--- src/rtl/utf8e_pkg.sv ---
// Shared constants and types for the UTF-8 encoder with output budget.
// Used by utf8_encoder_with_budget_top; depends on nothing else.
package utf8e_pkg;

	localparam int unsigned COUNT_BITS_DEFAULT = 16;
	localparam int unsigned CP_W               = 32;
	localparam int unsigned BUDGET_W           = 16;
	localparam int unsigned TOTAL_W            = 16;

	localparam logic [CP_W-1:0] LIMIT_4B = 32'h001f_ffff;
	localparam logic [CP_W-1:0] LIMIT_3B = 32'h0000_ffff;
	localparam logic [CP_W-1:0] LIMIT_2B = 32'h0000_07ff;
	localparam logic [CP_W-1:0] LIMIT_1B = 32'h0000_007f;

	localparam logic [7:0] LEAD_4B = 8'hf0;
	localparam logic [7:0] LEAD_3B = 8'he0;
	localparam logic [7:0] LEAD_2B = 8'hc0;
	localparam logic [7:0] CONT_B  = 8'h80;

	typedef enum logic [2:0] {
		ST_ENCODED = 3'd0,
		ST_NO_ROOM = 3'd1,
		ST_ILLEGAL = 3'd2,
		ST_TERM    = 3'd3,
		ST_IGNORED = 3'd4
	} status_t;

endpackage

--- src/rtl/utf8_encoder_with_budget_top.sv ---
// UTF-8 encoder with output byte budget: input register, decode, byte buffer.
// An accepted code point is held in the input register, then decoded and
// loaded into the byte buffer, which feeds the one-byte result port; a new
// item is taken while the last byte of the previous waits.
// Reset (arst_n, asynchronous): channels empty, budget and count zero, stopped.
// Depends on utf8e_pkg.
module utf8_encoder_with_budget_top #(
	parameter int unsigned COUNT_BITS = utf8e_pkg::COUNT_BITS_DEFAULT
) (
	input  logic                           clk,
	input  logic                           arst_n,
	input  logic                           cfg_we,
	input  logic [utf8e_pkg::BUDGET_W-1:0] cfg_wdata,
	input  logic                           in_valid,
	output logic                           in_ready,
	input  logic [utf8e_pkg::CP_W-1:0]     code_point,
	input  logic                           first_item,
	output logic                           out_valid,
	input  logic                           out_ready,
	output logic                           byte_valid,
	output logic [7:0]                     out_byte,
	output logic                           last,
	output logic [2:0]                     status,
	output logic [utf8e_pkg::TOTAL_W-1:0]  total_count
);

	// Configuration and conversion state
	logic [utf8e_pkg::BUDGET_W-1:0] budget_cfg_q;
	logic [utf8e_pkg::BUDGET_W-1:0] remaining_q;
	logic [COUNT_BITS-1:0]          count_q;
	logic                           stopped_q;

	// Input stage
	logic                       valid_s1;
	logic [utf8e_pkg::CP_W-1:0] cp_s1;
	logic                       first_s1;

	// Byte buffer stage
	logic                  valid_s2;
	logic [3:0][7:0]       bytes_s2;
	logic [1:0]            nlast_s2;
	logic [1:0]            idx_s2;
	logic                  bvalid_s2;
	utf8e_pkg::status_t    status_s2;
	logic [COUNT_BITS-1:0] base_s2;

	logic load;
	logic out_xfer;
	logic last_s2;

	// Decode
	logic [utf8e_pkg::BUDGET_W-1:0] rem_eff;
	logic [COUNT_BITS-1:0]          cnt_eff;
	logic                           stp_eff;
	logic [2:0]                     len;
	logic [3:0][7:0]                enc;
	logic                           illegal;
	utf8e_pkg::status_t             dec_status;
	logic [3:0][7:0]                dec_bytes;
	logic                           dec_bvalid;
	logic [1:0]                     dec_nlast;
	logic [utf8e_pkg::BUDGET_W-1:0] rem_next;
	logic [COUNT_BITS-1:0]          cnt_next;
	logic                           stp_next;

	logic [COUNT_BITS-1:0] cnt_out;

	assign last_s2  = (idx_s2 == nlast_s2);
	assign out_xfer = out_valid & out_ready;
	assign load     = valid_s1 & (~valid_s2 | (out_ready & last_s2));
	assign in_ready = ~valid_s1 | load;

	always_comb begin
		rem_eff = first_s1 ? budget_cfg_q : remaining_q;
		cnt_eff = first_s1 ? '0 : count_q;
		stp_eff = first_s1 ? 1'b0 : stopped_q;
		illegal = (cp_s1 & ~utf8e_pkg::LIMIT_4B) != '0;

		enc = '0;
		if ((cp_s1 & ~utf8e_pkg::LIMIT_3B) != '0) begin
			len    = 3'd4;
			enc[0] = utf8e_pkg::LEAD_4B | {5'b0, cp_s1[20:18]};
			enc[1] = utf8e_pkg::CONT_B | {2'b0, cp_s1[17:12]};
			enc[2] = utf8e_pkg::CONT_B | {2'b0, cp_s1[11:6]};
			enc[3] = utf8e_pkg::CONT_B | {2'b0, cp_s1[5:0]};
		end else if ((cp_s1 & ~utf8e_pkg::LIMIT_2B) != '0) begin
			len    = 3'd3;
			enc[0] = utf8e_pkg::LEAD_3B | {4'b0, cp_s1[15:12]};
			enc[1] = utf8e_pkg::CONT_B | {2'b0, cp_s1[11:6]};
			enc[2] = utf8e_pkg::CONT_B | {2'b0, cp_s1[5:0]};
		end else if ((cp_s1 & ~utf8e_pkg::LIMIT_1B) != '0) begin
			len    = 3'd2;
			enc[0] = utf8e_pkg::LEAD_2B | {3'b0, cp_s1[10:6]};
			enc[1] = utf8e_pkg::CONT_B | {2'b0, cp_s1[5:0]};
		end else begin
			len    = 3'd1;
			enc[0] = cp_s1[7:0];
		end

		dec_bytes  = '0;
		dec_bvalid = 1'b0;
		dec_nlast  = 2'd0;
		rem_next   = rem_eff;
		cnt_next   = cnt_eff;
		stp_next   = stp_eff;
		if (stp_eff) begin
			dec_status = utf8e_pkg::ST_IGNORED;
		end else if (rem_eff == '0) begin
			dec_status = utf8e_pkg::ST_NO_ROOM;
			stp_next   = 1'b1;
		end else if (illegal) begin
			dec_status = utf8e_pkg::ST_ILLEGAL;
			stp_next   = 1'b1;
		end else if (rem_eff < utf8e_pkg::BUDGET_W'(len)) begin
			dec_status = utf8e_pkg::ST_NO_ROOM;
			stp_next   = 1'b1;
		end else if (cp_s1 == '0) begin
			// terminator uses budget but is not counted
			dec_status = utf8e_pkg::ST_TERM;
			dec_bvalid = 1'b1;
			rem_next   = rem_eff - utf8e_pkg::BUDGET_W'(len);
			stp_next   = 1'b1;
		end else begin
			dec_status = utf8e_pkg::ST_ENCODED;
			dec_bvalid = 1'b1;
			dec_bytes  = enc;
			dec_nlast  = 2'(len - 3'd1);
			rem_next   = rem_eff - utf8e_pkg::BUDGET_W'(len);
			cnt_next   = cnt_eff + COUNT_BITS'(len);
		end
	end

	always_ff @(posedge clk or negedge arst_n) begin
		if (!arst_n) begin
			budget_cfg_q <= '0;
			remaining_q  <= '0;
			count_q      <= '0;
			stopped_q    <= 1'b1;
		end else begin
			if (cfg_we) begin
				budget_cfg_q <= cfg_wdata;
			end
			if (load) begin
				remaining_q <= rem_next;
				count_q     <= cnt_next;
				stopped_q   <= stp_next;
			end
		end
	end

	always_ff @(posedge clk or negedge arst_n) begin
		if (!arst_n) begin
			valid_s1 <= 1'b0;
		end else if (in_ready) begin
			valid_s1 <= in_valid;
		end
	end

	always_ff @(posedge clk) begin
		if (in_ready && in_valid) begin
			cp_s1    <= code_point;
			first_s1 <= first_item;
		end
	end

	always_ff @(posedge clk or negedge arst_n) begin
		if (!arst_n) begin
			valid_s2 <= 1'b0;
			idx_s2   <= '0;
		end else if (load) begin
			valid_s2 <= 1'b1;
			idx_s2   <= '0;
		end else if (out_xfer) begin
			// advance through the buffered bytes, drop after the last one
			if (last_s2) begin
				valid_s2 <= 1'b0;
			end else begin
				idx_s2 <= idx_s2 + 2'd1;
			end
		end
	end

	always_ff @(posedge clk) begin
		if (load) begin
			bytes_s2  <= dec_bytes;
			nlast_s2  <= dec_nlast;
			bvalid_s2 <= dec_bvalid;
			status_s2 <= dec_status;
			base_s2   <= cnt_eff;
		end
	end

	always_comb begin
		cnt_out = base_s2;
		if (status_s2 == utf8e_pkg::ST_ENCODED) begin
			cnt_out = base_s2 + COUNT_BITS'(idx_s2) + COUNT_BITS'(1);
		end
	end

	assign out_valid   = valid_s2;
	assign byte_valid  = bvalid_s2;
	assign out_byte    = bytes_s2[idx_s2];
	assign last        = last_s2;
	assign status      = status_s2;
	assign total_count = utf8e_pkg::TOTAL_W'(cnt_out);

`ifndef NO_ASSERTIONS
	a_multi_only_encoded: assert property (@(posedge clk) disable iff (!arst_n)
		valid_s2 && !last_s2 |-> status_s2 == utf8e_pkg::ST_ENCODED)
		else $error("multi-byte result without encoded status");

	a_idx_in_range: assert property (@(posedge clk) disable iff (!arst_n)
		valid_s2 |-> idx_s2 <= nlast_s2)
		else $error("byte index beyond buffered length");

	a_stop_after_end: assert property (@(posedge clk) disable iff (!arst_n)
		load && (dec_status == utf8e_pkg::ST_TERM || dec_status == utf8e_pkg::ST_ILLEGAL
			|| dec_status == utf8e_pkg::ST_NO_ROOM) |=> stopped_q)
		else $error("conversion not stopped after terminating result");

	a_no_load_mid_item: assert property (@(posedge clk) disable iff (!arst_n)
		valid_s2 && !last_s2 |-> !load)
		else $error("buffer overwritten before its last byte");
`endif

endmodule

--- config.mk ---
export PLATFORM = sky130hd
export DESIGN_NAME = utf8_encoder_with_budget_top
export DESIGN_NICKNAME = d
export VERILOG_FILES = /design/src/rtl/utf8e_pkg.sv /design/src/rtl/utf8_encoder_with_budget_top.sv
export SDC_FILE = /design/constraint.sdc
export NUM_CORES = 1
export LEC_CHECK = 0
export ABC_AREA = 1
export BUFFER_PORTS_ARGS = -buffer_cell sky130_fd_sc_hd__buf_2
export CAP_MARGIN = 20
export CORE_AREA = 3 3 116 118
export CTS_CLUSTER_SIZE = 30
export DETAILED_ROUTE_END_ITERATION = 10
export DIE_AREA = 0 0 119 121
export GPL_ROUTABILITY_DRIVEN = 0
export PLACE_DENSITY = 0.89
export SYNTH_ARGS = -nofsm -noshare
export SYNTH_HDL_FRONTEND = slang
export SYNTH_SLANG_ARGS = --single-unit
export TNS_END_PERCENT = 10
--- constraint.sdc ---
create_clock -name clk -period 4.1 [get_ports clk]
set_input_delay 0.615 -clock clk [delete_from_list [all_inputs] [get_ports clk]]
set_output_delay 0.615 -clock clk [all_outputs]
set_load 0.05 [all_outputs]
==> results of run 1 <==
## layout by cell type (no fill, tap or decap), types with 16 or more instances in the layout
master / netlist / final
nand3_1: 53 / 53
edfxtp_1: 84 / 84
xor2_1: 20 / 20
inv_1: 91 / 91
buf_2: 3 / 84
dfrtp_1: 52 / 52
nor2_1: 101 / 100
nand4_1: 25 / 25
nor3_1: 16 / 16
nand2_1: 219 / 219
o21ai_0: 27 / 27
clkbuf_16: 0 / 17
## stage by stage
| stage | utilization | instance area [um2] | instances |
|---|---|---|---|
| global route | 0.6790 | 8534 | 1103 |
| floorplan | - | 7356 | 827 |
| finish | 0.6790 | 8534 | 1103 |
| global placement | 0.6303 | 7921 | 1071 |
| CTS | 0.6788 | 8532 | 1103 |
| detailed placement | 0.6303 | 7921 | 1071 |
## worst max path at each step
stage	start	to	slack [ps]	cells after the start
2_1_floorplan	idx_s2[0]	total_count[14]	600	11
3_3_place_gp	cp_s1[27]	bytes_s2[16]	640	18
3_5_place_dp	cp_s1[27]	bytes_s2[20]	460	18
4_1_cts	cp_s1[27]	bytes_s2[19]	220	18
5_1_grt	cp_s1[28]	bytes_s2[19]	20	18
6_report	cp_s1[27]	bytes_s2[19]	330	18
## flip-flops by register name (all words and copies together) (netlist names)
signal / count
byte_valid: 1
status: 3
cp_s1: 32
nlast_s2: 2
budget_cfg_q: 16
base_s2: 16
first_s1: 1
valid_s1: 1
count_q: 16
bytes_s2: 29
stopped_q: 1
idx_s2: 2
remaining_q: 16
out_valid: 1
## what timing repair did
item | in CTS | in global routing
hold endpoints to repair | 0 | 0
setup buffers | 0 | 0
gates resized for setup | 0 | 1
setup endpoints to repair | 0 | 8
## layout make-up
type                       instances  area [um2]  share of cell area
sequential                       137        3850              0.4511
multi-input combinational        572        3002              0.3517
timing repair buffer              91       473.0             0.05542
clock buffer                      19       442.9             0.05190
inverter                          99       384.1             0.04501
tap                              172       215.2             0.02522
clock inverter                    13       167.7             0.01965
## power groups by stage
stage                     Combinational (mW)  Sequential (mW)  Clock [mW]
final                                   1.79             2.02        1.58
after global routing                    1.95             2.04        1.66
after CTS                               1.79             2.01        1.59
after detailed placement                1.77             2.03           0
after global placement                  1.73             2.02           0
after floorplan                         1.34             2.02           0
## routing by layer
layer / wire length (um) / global-route usage
met1: 6762 / 0.3180
met2: 8141 / 0.3956
met3: 1423 / 0.04848
met4: 448 / 0.1014
met5: 0 / 0
## critical path, cell delays in order (launching register included)
cell and delay [ps]:
edfxtp_1 390, nor2_1 120, nand2_1 80, nor3_1 290, nand2_1 250, nor2_2 330, inv_1 80, nand2_1 180
fa_1 230, nand2_1 70, nand2_1 120, nor2_2 70, nand2_4 120, nand2_4 70, nor2_4 350, nand2_4 220
nor3_2 400, nand2_1 160, nand2_1 120
## cell families (layout without fill, tap and decap cells)
family	after synthesis	in the layout	synth area share
AND/OR/NAND/NOR	447	447	0.2722
flip-flops	137	137	0.5234
buffers and inverters	118	222	0.06957
AO/OA/AOI/OAI	77	77	0.06498
XOR/XNOR	24	24	0.02858
multiplexers	15	15	0.02296
adder cells (fa/ha/maj)	9	9	0.01837
==> impl_metrics.tcl, run 1 <==
set metrics [dict create \
    viasPerCell 5.536 \
    synth-warning-count 0 \
    power_frac_seq 0.375 \
    start_kind "register" \
    antenna-diode-count 0 \
    crit_fanout 12 \
    design.die.area_um2 14400 \
    clockPowerShare 0.293 \
    layout-drive-gt1-share 0.1998 \
    grt_use_total 0.2423 \
    antenna_found_initial 0 \
    finalPower_mw 5.379 \
    rows 41 \
    switching_share 0.3945 \
    clk_pin_slew_ps 60 \
    cts_root_buffer "clkbuf_16" \
    synth_seq_cells 137 \
    finalSetupViolations 0 \
    p_comb_frac 0.332 \
    clock_sinks 137 \
    grt_max_degree 54 \
    yosys.cell_types.count 48 \
    netlist_area_um2 7356 \
    ys_seq_area_frac 0.5234 \
    max-slew-margin-rel 0.5507 \
    tightest_slew_ps 674.0 \
    r2r_cells 18 \
    clockBufferDepth 2 \
    synth.top_cell.area_share 0.3429 \
    clock_latency_ps 420 \
    ir_worst_vdd_v 0.0003217 \
    syn_avg_cell_area_um2 8.895 \
    synth-edff-count 84 \
    overflow 0 \
    wire_per_inst_um 15.21 \
    cp_data_arrival_time_ps 4060 \
    ctsHtreeMaxLevel 4 \
    synth_common_cells "219 x nand2_1, 101 x nor2_1, 91 x inv_1" \
    area_delta_synth_final_pct 16.02 \
    cap_viol_max_count 0 \
    timing.rr.end "bytes_s2[19]" \
    rrSetupSlack_ps 330 \
    synth.most_common_cell "nand2_1" \
    postRouteAntennaNets 0 \
    cts_tree "built" \
    finalSetupTns_ps 0 \
    routed_wl_um 16780 \
    postCtsHoldBufs 0 \
    drcViolationCount 0 \
    rsz0062_at_grt "false" \
    fin_skew_ps 9.781 \
    fillers 915 \
    grt_pass1_wl_um 27830 \
    final-hold-violation-count 0 \
    async_flop_share 0.3869 \
    die_h_um 121 \
    p_sw_mw 2.122 \
    r2r-start "cp_s1[27]" \
    crit_type "reg -> reg" \
    synth_nets 890 \
    drt_iter0_drc 601 \
    slew_viol_final 0 \
    cp.required_ps 4390 \
    pwr_density_cell_nw_per_um2 630.3 \
    leakage_nw 3.903 \
    portBuffers 84 \
    grt_pass1_vias 5865 \
    start_util 0.5853 \
    synth_ff_type "edfxtp_1" \
    die_x_um 119 \
    coreArea_um2 12570 \
    endpoint_kind "register" \
    synth_cells 827 \
    hp-class "in -> async" \
    p_int_mw 3.257 \
    ioPinCount 85 \
    status "completed" \
    fin_hold_ws_ps 318.5 \
    first_pass_iters 5 \
    synth.area.top_cells "edfxtp_1 34%, dfrtp_1 18%, nand2_1 11%" \
    cts_buffers 17 \
    layout.nets 981 \
    fmax_ghz 0.2652 \
    fin_crit_sh 0.9197 \
    fin_ws_ps 329.0 \
    dp_hpwl_um 11650 \
    dp_slack_ps 464.0 \
    vias 6106 \
    netlist.top_cell.by_area "edfxtp_1" \
    period_minus_slack_ps 3771 \
]
Power figures use the tool's default switching activity.
==> inputs of run 2 (changes only) <==
--- a/config.mk
+++ b/config.mk
@@ -5,13 +5,12 @@
 export SDC_FILE = /design/constraint.sdc
 export NUM_CORES = 1
 export LEC_CHECK = 0
-export ABC_AREA = 1
 export BUFFER_PORTS_ARGS = -buffer_cell sky130_fd_sc_hd__buf_2
 export CAP_MARGIN = 20
-export CORE_AREA = 3 3 116 118
+export CORE_AREA = 3 3 115 117
 export CTS_CLUSTER_SIZE = 30
 export DETAILED_ROUTE_END_ITERATION = 10
-export DIE_AREA = 0 0 119 121
+export DIE_AREA = 0 0 118 120
 export GPL_ROUTABILITY_DRIVEN = 0
 export PLACE_DENSITY = 0.89
 export SYNTH_ARGS = -nofsm -noshare
==> impl_metrics.tcl, run 2 <==
set metrics [dict create \
    rows 41 \
    crit_fanout 8 \
    final_area_um2 8351 \
    postRouteAntennaNets 0 \
    coreArea_um2 12470 \
    placed_cell_area_um2 7779 \
    start_kind "register" \
    synth_nets 700 \
    finalSetupTns_ps 0 \
    finalPower_mw 5.105 \
    pwr_density_cell_nw_per_um2 611.4 \
    fin_crit_sh 0.9551 \
    rrSetupSlack_ps 180 \
    synthMuxAreaShare 0.07416 \
    grt_use_total 0.2420 \
    final-hold-violation-count 0 \
    portBuffers 84 \
    clock_latency_ps 430 \
    fin_skew_ps 16.95 \
    fin_ws_ps 183.9 \
    synth_common_cells "84 x edfxtp_1, 54 x nor2_1, 53 x nand2_1" \
    endpoint_kind "register" \
    synth.area.top_cells "edfxtp_1 35%, dfrtp_1 18%, xnor2_1 2.9%" \
    viasPerCell 6.140 \
    grt_max_degree 54 \
    clock_sinks 137 \
    grt_pass1_wl_um 27080 \
    dp_slack_ps 50.76 \
    finalSetupViolations 0 \
    ctsHtreeMaxLevel 4 \
    cts_root_buffer "clkbuf_16" \
    synth-adder-area-share 0.01880 \
    area_delta_synth_final_pct 16.19 \
    async_flop_share 0.3869 \
    final_cell_mix "84 x edfxtp_1, 84 x buf_2, 54 x nor2_1" \
    synth.most_common_cell "edfxtp_1" \
    routed_wl_um 16400 \
    synth-warning-count 0 \
    fmax_ghz 0.2554 \
    yosys.cell_types.count 68 \
    ys_seq_area_frac 0.5357 \
    synth-edff-count 84 \
    wire_per_inst_um 18.04 \
    crit_type "reg -> reg" \
    start_util 0.5765 \
    design.die.area_um2 14160 \
    overflow 0 \
    antenna_found_initial 0 \
    netlist_area_um2 7187 \
    clockBufferDepth 2 \
    synth-xor-area-share 0.04143 \
    synth_seq_cells 137 \
    clk_pin_slew_ps 50 \
    die_h_um 120 \
    regMostFlops "cp_s1" \
    ioPinCount 85 \
    cts_tree "built" \
    layout.nets 787 \
    period_minus_slack_ps 3916 \
    synthSimpleGateAreaFrac 0.1946 \
    ir_worst_vdd_v 0.0004005 \
    die_x_um 118 \
    status "completed" \
    vias 5581 \
    netlist.top_cell.by_area "edfxtp_1" \
    hp-class "in -> async" \
    drcViolationCount 0 \
    layout-drive-gt1-share 0.2374 \
    reg_top3 "cp_s1 x32, bytes_s2 x29" \
    synth.top_cell.area_share 0.3510 \
    first_pass_iters 8 \
    max-slew-margin-rel 0.4581 \
    synth_ff_type "edfxtp_1" \
    largest_reg_flops 32 \
    cts_buffers 17 \
    antenna-diode-count 0 \
    rsz0062_at_grt "false" \
    tightest_slew_ps 805.5 \
    syn_avg_cell_area_um2 11.28 \
    synth_top_family_by_area "simple AND/OR/NAND/NOR gates" \
    cp.required_ps 4400 \
    synth_compound_area_frac 0.1032 \
    dp_hpwl_um 11390 \
    cp_data_arrival_time_ps 4210 \
    leakage_nw 3.252 \
    synth_cells 637 \
    grt_pass1_vias 5439 \
    drt_iter0_drc 582 \
    cap_viol_max_count 0 \
    slew_viol_final 0 \
]
[run 2: changes by cell type after synthesis, sizes merged, moves of 17 or more]
cell	previous run	this run
o21ai	40	23
xnor2	4	24
inv	97	19
mux2i	0	18
nand2	237	53
clkbuf	8	25
nand4	25	7
nand3	53	19
nor2	112	54
nor2b	0	17
[run 2: final timing paths]
| check | from | depth (start not counted) | endpoint |
|---|---|---|---|
| min in group clk | code_point[3] | 1 | cp_s1[3] |
| max in group asynchronous | arst_n | 2 | budget_cfg_q[9] |
| max reg2reg | cp_s1[12] | 12 | count_q[12] |
| max | cp_s1[12] | 12 | count_q[12] |
| min | arst_n | 2 | out_valid |
| min reg2reg | count_q[0] | 1 | count_q[0] |
[run 2: metal layers]
metal,global-route usage,share of wire,vias to the layer above
li1,-,-,2532
met1,0.3083,0.40,2639
met2,0.3935,0.48,346
met3,0.06927,0.091,64
met4,0.09817,0.026,0
met5,0,0,-
[run 2: final cells by class]
| type | count | area [um2] |
|---|---|---|
| clock inverter | 3 | 17.52 |
| fill | 869 | 4115 |
| timing repair buffer | 99 | 533.0 |
| tap | 172 | 215.2 |
| sequential | 137 | 3850 |
| clock buffer | 29 | 511.7 |
| inverter | 20 | 77.57 |
| multi-input combinational | 449 | 3146 |
[run 2: cell families (layout without fill, tap and decap cells)]
family | Yosys count | after routing
AOI/OAI and AO/OA | 102 | 102
adders and majority gates | 9 | 9
buffers and inverters | 52 | 151
and+or+nand+nor | 261 | 262
muxes | 42 | 42
xor gates and xnor gates | 34 | 34
DFF | 137 | 137
[run 2: timing repair]
| action | in CTS | in global routing |
|---|---|---|
| hold buffers | 0 | 0 |
| endpoints found under the setup margin | 0 | 33 |
| buffers inserted | 0 | 3 |
| resized for setup | 0 | 3 |
[run 2: worst max-delay path, stage by stage, from the launching register on]
cell	delay [ps]
edfxtp_1	430
nor4_1	520
and2_1	340
a21oi_1	140
inv_1	170
fa_2	280
a21oi_2	80
nand2_1	140
a2111oi_4	100
or2_4	340
nor4_1	720
a21boi_0	230
a221o_1	300
[run 2: where the power goes]
part	switching (mW)	total (mW)	internal (mW)	leakage, nW
clock network	0.519	1.36	0.838	0.255
logic	1.11	1.61	0.502	1.58
registers	0.276	2.14	1.86	1.42
[run 2: through the flow]
step / hold slack, ps / util / std cells
final: 334.4 / 0.6699 / 909
after global routing: 346.8 / 0.6699 / 909
after CTS: 351.1 / 0.6665 / 905
after detailed placement: 477.9 / 0.6240 / 873
after global placement: 461.6 / 0.6240 / 873
after floorplan: 319.4 / - / 637
